[src/lfu_pkg.sv]
// Shared constants, codes and controller/datapath interface types for the LFU table.
package lfu_pkg;

	localparam int ENTRIES_DEF    = 16;
	localparam int COUNT_BITS_DEF = 16;
	localparam int KEY_W          = 32;
	localparam int VAL_W          = 32;
	localparam int CAP_W          = 5;

	localparam logic [CAP_W-1:0] CAP_RESET = 5'd16;
	localparam logic [VAL_W-1:0] DATA_MISS = '1;
	localparam logic             OP_GET    = 1'b0;
	localparam logic             OP_PUT    = 1'b1;

	// table update applied once the scan is done
	typedef enum logic [2:0] {
		ACT_NONE     = 3'd0,
		ACT_TOUCH    = 3'd1,
		ACT_TOUCH_WR = 3'd2,
		ACT_EVICT    = 3'd3,
		ACT_INSERT   = 3'd4
	} act_t;

	typedef struct packed {
		logic load;
		logic issue;
		logic update;
		act_t act;
	} cmd_t;

	typedef struct packed {
		logic last;
		logic is_put;
		logic cap_zero;
		logic full;
		logic match;
		logic vic_found;
		logic free_found;
	} sts_t;

endpackage

[src/lfu_cache_table_top.sv]
// Top level of the LFU key-value table with LRU tie-break.
// Raise start with op/key/value while busy is low; the word is taken on that edge.
// The table is scanned one entry per cycle through the key/value memories; an item
// passes the scan, then a drain state for the read stage, then the update state,
// and then the cycle with done high, in which a new start is already taken.
// done is registered from the update state and stays high for exactly one cycle.
// The receiver cannot stall: sample hit, data, evicted and evicted_key whenever
// done is high. Write capacity through cfg_we and cfg_wdata only while the table
// is idle; values above ENTRIES act as ENTRIES.
module lfu_cache_table_top import lfu_pkg::*; #(
	parameter int ENTRIES    = ENTRIES_DEF,
	parameter int COUNT_BITS = COUNT_BITS_DEF
) (
	input  logic                    clk,
	input  logic                    arst_n,
	input  logic                    cfg_we,
	input  logic [CAP_W-1:0]        cfg_wdata,
	input  logic                    start,
	output logic                    busy,
	input  logic                    op,
	input  logic [KEY_W-1:0]        key,
	input  logic signed [VAL_W-1:0] value,
	output logic                    done,
	output logic                    hit,
	output logic signed [VAL_W-1:0] data,
	output logic                    evicted,
	output logic [KEY_W-1:0]        evicted_key
);

	cmd_t cmd;
	sts_t sts;

	lfu_ctrl u_ctrl (
		.clk    (clk),
		.arst_n (arst_n),
		.start  (start),
		.sts    (sts),
		.cmd    (cmd),
		.busy   (busy),
		.done   (done)
	);

	lfu_dp #(
		.ENTRIES    (ENTRIES),
		.COUNT_BITS (COUNT_BITS)
	) u_dp (
		.clk         (clk),
		.arst_n      (arst_n),
		.cmd         (cmd),
		.sts         (sts),
		.cfg_we      (cfg_we),
		.cfg_wdata   (cfg_wdata),
		.op          (op),
		.key         (key),
		.value       (value),
		.hit         (hit),
		.data        (data),
		.evicted     (evicted),
		.evicted_key (evicted_key)
	);

endmodule

[src/lfu_ctrl.sv]
// Sequencer for the LFU table: accept, scan, drain, update, result strobe.
module lfu_ctrl import lfu_pkg::*; (
	input  logic clk,
	input  logic arst_n,
	input  logic start,
	input  sts_t sts,
	output cmd_t cmd,
	output logic busy,
	output logic done
);

	typedef enum logic [3:0] {
		S_IDLE   = 4'b0001,
		S_SCAN   = 4'b0010,
		S_DRAIN  = 4'b0100,
		S_UPDATE = 4'b1000
	} state_t;

	state_t state_q, state_d;
	logic   done_q;
	act_t   act;

	always_comb begin
		if (!sts.is_put) begin
			act = sts.match ? ACT_TOUCH : ACT_NONE;
		end else if (sts.cap_zero) begin
			act = ACT_NONE;
		end else if (sts.match) begin
			act = ACT_TOUCH_WR;
		end else if (sts.full && sts.vic_found) begin
			act = ACT_EVICT;
		end else if (sts.free_found) begin
			act = ACT_INSERT;
		end else begin
			act = ACT_NONE;
		end
	end

	always_comb begin
		state_d    = state_q;
		cmd.load   = 1'b0;
		cmd.issue  = 1'b0;
		cmd.update = 1'b0;
		cmd.act    = act;
		unique case (state_q)
			S_IDLE: begin
				if (start) begin
					cmd.load = 1'b1;
					state_d  = S_SCAN;
				end
			end
			S_SCAN: begin
				cmd.issue = 1'b1;
				if (sts.last) state_d = S_DRAIN;
			end
			S_DRAIN: begin
				state_d = S_UPDATE;
			end
			S_UPDATE: begin
				cmd.update = 1'b1;
				state_d    = S_IDLE;
			end
			default: begin
				state_d = S_IDLE;
			end
		endcase
	end

	always_ff @(posedge clk or negedge arst_n) begin
		if (!arst_n) begin
			state_q <= S_IDLE;
			done_q  <= 1'b0;
		end else begin
			state_q <= state_d;
			done_q  <= cmd.update;
		end
	end

	assign busy = (state_q != S_IDLE);
	assign done = done_q;

endmodule

[src/lfu_dp.sv]
// Datapath of the LFU table: key/value memories, per-entry counters, scan and update.
module lfu_dp import lfu_pkg::*; #(
	parameter int ENTRIES    = ENTRIES_DEF,
	parameter int COUNT_BITS = COUNT_BITS_DEF
) (
	input  logic                    clk,
	input  logic                    arst_n,
	input  cmd_t                    cmd,
	output sts_t                    sts,
	input  logic                    cfg_we,
	input  logic [CAP_W-1:0]        cfg_wdata,
	input  logic                    op,
	input  logic [KEY_W-1:0]        key,
	input  logic signed [VAL_W-1:0] value,
	output logic                    hit,
	output logic signed [VAL_W-1:0] data,
	output logic                    evicted,
	output logic [KEY_W-1:0]        evicted_key
);

	localparam int IDX_W  = (ENTRIES > 1) ? $clog2(ENTRIES) : 1;
	localparam int RANK_W = IDX_W;
	localparam int OCC_W  = $clog2(ENTRIES + 1);
	localparam int CMP_W  = (OCC_W > CAP_W) ? OCC_W : CAP_W;

	// storage
	logic [KEY_W-1:0]      key_mem [ENTRIES];
	logic [VAL_W-1:0]      val_mem [ENTRIES];
	logic [ENTRIES-1:0]    valid_q;
	logic [COUNT_BITS-1:0] count_q [ENTRIES];
	logic [RANK_W-1:0]     rank_q  [ENTRIES];
	logic [OCC_W-1:0]      occ_q;
	logic [CAP_W-1:0]      capacity_q;

	// latched word
	logic             op_q;
	logic [KEY_W-1:0] key_q;
	logic [VAL_W-1:0] val_q;

	// scan
	logic [IDX_W-1:0] cnt_q;
	logic             sv_s1;
	logic [IDX_W-1:0] idx_s1;
	logic [KEY_W-1:0] key_rd_s1;
	logic [VAL_W-1:0] val_rd_s1;

	// search results
	logic                  match_q;
	logic [IDX_W-1:0]      match_idx_q;
	logic [RANK_W-1:0]     match_rank_q;
	logic [VAL_W-1:0]      match_val_q;
	logic                  vic_q;
	logic [IDX_W-1:0]      vic_idx_q;
	logic [RANK_W-1:0]     vic_rank_q;
	logic [COUNT_BITS-1:0] vic_count_q;
	logic [KEY_W-1:0]      vic_key_q;
	logic                  free_q;
	logic [IDX_W-1:0]      free_idx_q;

	// result registers
	logic             hit_q;
	logic [VAL_W-1:0] data_q;
	logic             evicted_q;
	logic [KEY_W-1:0] evk_q;

	logic                  cur_valid;
	logic [COUNT_BITS-1:0] cur_count;
	logic [RANK_W-1:0]     cur_rank;
	logic                  better;
	logic [CMP_W-1:0]      cap_ext, cap_eff, occ_ext;
	logic [IDX_W-1:0]      ins_idx;

	assign cur_valid = valid_q[idx_s1];
	assign cur_count = count_q[idx_s1];
	assign cur_rank  = rank_q[idx_s1];

	// lower count wins; on a tie the older entry (higher rank) wins
	assign better = !vic_q || (cur_count < vic_count_q) ||
		((cur_count == vic_count_q) && (cur_rank > vic_rank_q));

	assign cap_ext = CMP_W'(capacity_q);
	assign cap_eff = (cap_ext > CMP_W'(ENTRIES)) ? CMP_W'(ENTRIES) : cap_ext;
	assign occ_ext = CMP_W'(occ_q);
	assign ins_idx = (cmd.act == ACT_EVICT) ? vic_idx_q : free_idx_q;

	always_comb begin
		sts.last       = (cnt_q == IDX_W'(ENTRIES - 1));
		sts.is_put     = (op_q == OP_PUT);
		sts.cap_zero   = (cap_eff == '0);
		sts.full       = (occ_ext >= cap_eff);
		sts.match      = match_q;
		sts.vic_found  = vic_q;
		sts.free_found = free_q;
	end

	always_ff @(posedge clk or negedge arst_n) begin
		if (!arst_n) begin
			capacity_q <= CAP_RESET;
		end else if (cfg_we) begin
			capacity_q <= cfg_wdata;
		end
	end

	// memories: one read address (scan counter), one write address (update)
	always_ff @(posedge clk) begin
		if (cmd.issue) begin
			key_rd_s1 <= key_mem[cnt_q];
			val_rd_s1 <= val_mem[cnt_q];
		end
		if (cmd.update) begin
			unique case (cmd.act)
				ACT_TOUCH_WR: begin
					val_mem[match_idx_q] <= val_q;
				end
				ACT_EVICT, ACT_INSERT: begin
					key_mem[ins_idx] <= key_q;
					val_mem[ins_idx] <= val_q;
				end
				default: begin
				end
			endcase
		end
	end

	always_ff @(posedge clk or negedge arst_n) begin
		if (!arst_n) begin
			cnt_q <= '0;
			sv_s1 <= 1'b0;
		end else begin
			sv_s1 <= cmd.issue;
			if (cmd.load) begin
				cnt_q <= '0;
			end else if (cmd.issue) begin
				cnt_q <= cnt_q + 1'b1;
			end
		end
	end

	always_ff @(posedge clk) begin
		if (cmd.issue) idx_s1 <= cnt_q;
		if (cmd.load) begin
			op_q  <= op;
			key_q <= key;
			val_q <= value;
		end
	end

	// search accumulators: match, victim and first free slot in one pass
	always_ff @(posedge clk or negedge arst_n) begin
		if (!arst_n) begin
			match_q <= 1'b0;
			vic_q   <= 1'b0;
			free_q  <= 1'b0;
		end else if (cmd.load) begin
			match_q <= 1'b0;
			vic_q   <= 1'b0;
			free_q  <= 1'b0;
		end else if (sv_s1) begin
			if (cur_valid && (key_rd_s1 == key_q) && !match_q) match_q <= 1'b1;
			if (cur_valid && better) vic_q <= 1'b1;
			if (!cur_valid && !free_q) free_q <= 1'b1;
		end
	end

	always_ff @(posedge clk) begin
		if (sv_s1) begin
			if (cur_valid && (key_rd_s1 == key_q) && !match_q) begin
				match_idx_q  <= idx_s1;
				match_rank_q <= cur_rank;
				match_val_q  <= val_rd_s1;
			end
			if (cur_valid && better) begin
				vic_idx_q   <= idx_s1;
				vic_rank_q  <= cur_rank;
				vic_count_q <= cur_count;
				vic_key_q   <= key_rd_s1;
			end
			if (!cur_valid && !free_q) free_idx_q <= idx_s1;
		end
	end

	// per-entry update of valid, counts and recency ranks
	always_ff @(posedge clk or negedge arst_n) begin
		if (!arst_n) begin
			valid_q <= '0;
			occ_q   <= '0;
		end else if (cmd.update && (cmd.act == ACT_INSERT)) begin
			valid_q[free_idx_q] <= 1'b1;
			occ_q               <= occ_q + 1'b1;
		end
	end

	always_ff @(posedge clk) begin
		if (cmd.update) begin
			for (int i = 0; i < ENTRIES; i++) begin
				unique case (cmd.act)
					ACT_TOUCH, ACT_TOUCH_WR: begin
						if (IDX_W'(i) == match_idx_q) begin
							rank_q[i] <= '0;
							if (count_q[i] != '1) count_q[i] <= count_q[i] + 1'b1;
						end else if (valid_q[i] && (rank_q[i] < match_rank_q)) begin
							rank_q[i] <= rank_q[i] + 1'b1;
						end
					end
					ACT_EVICT: begin
						if (IDX_W'(i) == vic_idx_q) begin
							rank_q[i]  <= '0;
							count_q[i] <= COUNT_BITS'(1);
						end else if (valid_q[i] && !(rank_q[i] > vic_rank_q)) begin
							// entries newer than the victim age by one; older ones
							// close the gap and age, so they keep their rank
							rank_q[i] <= rank_q[i] + 1'b1;
						end
					end
					ACT_INSERT: begin
						if (IDX_W'(i) == free_idx_q) begin
							rank_q[i]  <= '0;
							count_q[i] <= COUNT_BITS'(1);
						end else if (valid_q[i]) begin
							rank_q[i] <= rank_q[i] + 1'b1;
						end
					end
					default: begin
					end
				endcase
			end
		end
	end

	always_ff @(posedge clk) begin
		if (cmd.update) begin
			hit_q     <= match_q;
			evicted_q <= (cmd.act == ACT_EVICT);
			evk_q     <= (cmd.act == ACT_EVICT) ? vic_key_q : '0;
			if (op_q == OP_GET) begin
				data_q <= match_q ? match_val_q : DATA_MISS;
			end else begin
				data_q <= '0;
			end
		end
	end

	assign hit         = hit_q;
	assign data        = data_q;
	assign evicted     = evicted_q;
	assign evicted_key = evk_q;

endmodule
[config.mk]
export PLATFORM = sky130hd
export DESIGN_NAME = lfu_cache_table_top
export DESIGN_NICKNAME = d
export VERILOG_FILES = /design/src/lfu_pkg.sv /design/src/lfu_cache_table_top.sv /design/src/lfu_ctrl.sv /design/src/lfu_dp.sv
export SDC_FILE = /design/constraint.sdc
export NUM_CORES = 2
export LEC_CHECK = 0
export BUFFER_PORTS_ARGS = -buffer_cell sky130_fd_sc_hd__buf_2
export CAP_MARGIN = 30
export CELL_PAD_IN_SITES_DETAIL_PLACEMENT = 0
export CELL_PAD_IN_SITES_GLOBAL_PLACEMENT = 1
export CORE_ASPECT_RATIO = 1.1
export CORE_MARGIN = 2
export CORE_UTILIZATION = 49
export DETAILED_ROUTE_END_ITERATION = 10
export GPL_ROUTABILITY_DRIVEN = 1
export PLACE_DENSITY_LB_ADDON = 0.12
export SLEW_MARGIN = 20
export SYNTH_ARGS = -nofsm -noshare
export SYNTH_HDL_FRONTEND = slang
export SYNTH_SLANG_ARGS = --single-unit
[constraint.sdc]
create_clock -name clk -period 7.8 [get_ports clk]
set_input_delay 0.78 -clock clk [delete_from_list [all_inputs] [get_ports clk]]
set_output_delay 0.78 -clock clk [all_outputs]
set_load 0.005 [all_outputs]
==> impl_results.rst <==
.. list-table::
   :header-rows: 1

   * - Metric
     - Value
   * - Height of the chip
     - just over 400 um
   * - Final worst path period share
     - approximately 66%
   * - Cell types with the highest counts after synthesis
     - sky130_fd_sc_hd__edfxtp_1, sky130_fd_sc_hd__mux4_2, sky130_fd_sc_hd__nor2_1
   * - Vias in the first global route
     - roughly 40000
   * - Share of synthesized area occupied by flip-flops and latches
     - 68.6%
   * - Clock Skew
     - 0.0318 ns
   * - Clock insertion delay at the later pin of the skew report
     - 0.83 ns
   * - Setup crit end kind
     - flop
   * - Std-Cell Rows
     - 148
   * - Initial antenna violation count
     - 8
   * - Layout cells sized above 1
     - 21.6%
   * - Routed length on met2
     - 93800 um
   * - Final estimated routing congestion in global placement
     - a little under 0.9
   * - Reg-to-reg setup timing slack
     - 2.68 ns
   * - Met1 Routed Length
     - 79300 um
   * - LEAKAGE
     - 26.7 nW
   * - Area of placed instances
     - between 70000 and 80000 sq um
   * - Uppermost layer routed
     - met4
   * - Post-route design area
     - 82300 sq um
   * - Clock-pin slew of the registers on the worst-case setup and hold paths
     - 0.06 ns
   * - Width of the die
     - between 300 and 400 um
   * - Kind of start point of the critical path
     - flop
   * - Antenna diode instance count
     - 0
   * - Mean cell area of the mapped netlist
     - 17.3 sq um
   * - Worst slew slack as a fraction of its limit
     - 32.0%
   * - DP Wirelength
     - 114000 um
   * - Net count, final
     - ~4700
   * - Class of the most critical hold timing path
     - primary input to asynchronous set/reset pin
   * - Peak ir drop on the vdd network
     - 248 uV
   * - DRC marker count from the first detailed-route iteration
     - between 3000 and 4000
   * - Worst reg2reg path endpoint
     - u_dp.vic_key_q[22]
   * - Syn nets
     - 4488
   * - Data required time at the worst endpoint
     - 8.26 ns
   * - Count of hold-fix buffers inserted at cts
     - 0
   * - Fmax
     - about 200 MHz
   * - Final ANT Viol Nets
     - 0
   * - Category of the critical setup timing path
     - flop to flop
   * - Maximum capacitance violations
     - 0
   * - Final routed wire length divided by cell count
     - 28.7 um
   * - Cell area power density
     - 264 nW/um^2
   * - Starting density of the core
     - about half
   * - Clock Sink Count
     - 1686
   * - Amount of wire on met3 after detailed routing
     - 11700 um
   * - Total iterations of the first detailed-routing run
     - 5
   * - Cell with the most instances after synthesis
     - sky130_fd_sc_hd__edfxtp_1
   * - Critical path data arrival time
     - ~5.6 ns
   * - Post-CTS setup repair buffer count
     - 0
   * - Length in cells of the worst reg-to-reg path
     - 10
   * - Post-Route WL
     - 189000 um
   * - Final max-slew violation count
     - 0
   * - Area Growth Syn to Fin
     - 12.3%
   * - Post-CTS resize count
     - 0
   * - Max Buffers Root-to-Sink
     - 3
   * - Cell count after synthesis
     - around 4200
   * - Main synth FF type
     - sky130_fd_sc_hd__edfxtp_1
   * - YS warnings
     - 0
   * - All-Layer GR Usage
     - 24.9%
   * - Distinct cells, synth
     - 86
   * - Setup TNS Final
     - 0 ns
   * - Deepest level of the CTS H-tree
     - 4
   * - CTS tree
     - yes
   * - Number of hold violations in the final report
     - 0
   * - Wire length of the first global-routing pass
     - 278000 um
   * - Async S/R FF share, synth
     - 2.31%
   * - Synth area leaders
     - sky130_fd_sc_hd__edfxtp_1, sky130_fd_sc_hd__mux4_2, sky130_fd_sc_hd__ha_1
   * - Maximum number of pins on one net before global-route repair
     - 112
   * - IO Count
     - 142
   * - Final global-route overflow total
     - 0
   * - Slew of the pin with the lowest slew margin
     - 1.02 ns
   * - Vias
     - approximately 40000
   * - Critical path fanouts, max
     - 47
   * - I/O Buffers
     - 141
   * - Residual DRC
     - 0
   * - Number of synthesized flops with an enable pin
     - around 1600
   * - Clk Tree Root Cell
     - sky130_fd_sc_hd__clkbuf_16
   * - Full die area
     - 153000 sq um
   * - Setup repair after global routing missed its margin
     - no
   * - Via density
     - roughly 6
   * - Final setup violation count
     - 0
   * - Period minus WS final
     - between 5 and 6 ns
   * - Total of flip-flops plus latches after synthesis
     - approximately 1700
   * - Fraction of synthesized cell area taken by the top area cell type
     - approximately two thirds
   * - Post-synthesis cell type with the largest combined area
     - sky130_fd_sc_hd__edfxtp_1
   * - Clock buffer count from CTS
     - 171
   * - Placeable core region
     - 148000 sq um
   * - Synthesized cell area
     - 73300 sq um
   * - Result of the run
     - completed
## placed cells by master (no fill, tap or decap), drive strengths merged, types with 31 or more instances in the layout
cell type / instances
edfxtp: 1627
mux4: 424
nor2: 354
buf: 249
clkbuf: 237
xor2: 189
ha: 171
nand3: 157
nand2: 146
inv: 116
a21oi: 110
xnor2: 106
and3: 103
clkinv: 61
nand4: 57
nor3: 50
nand2b: 49
o21ai: 43
nor2b: 40
dfrtp: 37
a21o: 31
## routing by layer
layer | track usage, % | up-vias
li1 | - | 17323
met1 | 34.4 | 20960
met2 | 41.5 | 1298
met3 | 4.00 | 269
met4 | 6.75 | 0
met5 | 0 | -
## critical path: stages (launching register included)
cell                      delay (ns)
sky130_fd_sc_hd__dfxtp_4        0.87
sky130_fd_sc_hd__buf_4          0.48
sky130_fd_sc_hd__mux4_2         0.55
sky130_fd_sc_hd__mux4_2         0.50
sky130_fd_sc_hd__ha_1           0.33
sky130_fd_sc_hd__nand3_1        0.12
sky130_fd_sc_hd__nor3_1         0.25
sky130_fd_sc_hd__nand2_1        0.14
sky130_fd_sc_hd__or3_1          0.45
sky130_fd_sc_hd__a31oi_4        0.61
sky130_fd_sc_hd__buf_12         0.33
## how the worst max path moves through the flow
stage	startpoint	end	slack, ns
2_1_floorplan	u_ctrl.state_q[1]	u_dp.key_mem[3][0]	0.39
3_3_place_gp	flop	u_dp.vic_key_q[12]	2.65
3_5_place_dp	flop	u_dp.vic_key_q[13]	2.61
4_1_cts	flop	u_dp.vic_key_q[22]	2.59
5_1_grt	flop	u_dp.vic_key_q[22]	2.38
6_report	flop	u_dp.vic_key_q[22]	2.68
## power breakdown
group	switching (mW)	total [mW]	internal [mW]	leakage [nW]
sequential	0.500	10.9	10.4	15.2
combinational	1.38	2.90	1.52	8.89
clock	3.47	7.93	4.45	2.59
## per-stage QoR
step                      hold slack (ns)  util [%]  instances  setup slack [ns]  total power [mW]
after global placement              0.402      51.8       6256              2.65              14.0
after global routing               0.0561      55.5       6587              2.38              22.5
after floorplan                     0.400         -       4243             0.395              13.1
final                              0.0625      55.5       6587              2.68              21.7
after detailed placement            0.405      51.9       6267              2.61              14.0
after CTS                          0.0377      55.5       6584              2.59              21.9
## cells by family (layout without fill, tap and decap cells)
family | Yosys count | after routing | share of synthesized area (%)
compound gates | 295 | 295 | 2.77
mux | 447 | 447 | 13.4
buf+inv | 280 | 674 | 1.58
simple gates | 1069 | 1069 | 7.28
fa+ha+maj | 171 | 171 | 2.92
flops | 1686 | 1686 | 68.6
xor+xnor | 295 | 295 | 3.53
## state kept, by name, indices dropped and copies added (netlist names), 64 cells and up, named ones only
signal        count
u_dp.count_q    256
u_dp.key_mem    512
u_dp.rank_q      64
u_dp.val_mem    512
## final cells by class
cell class | count | area [sq um]
sequential | 1686 | 50300
multi-input combinational | 2277 | 22200
clock inverter | 80 | 716
tap | 1950 | 2440
fill | 11597 | 65900
timing repair buffer | 249 | 1680
clock buffer | 237 | 4620
inverter | 108 | 405
No activity file was read; power rests on OpenSTA's default activity.
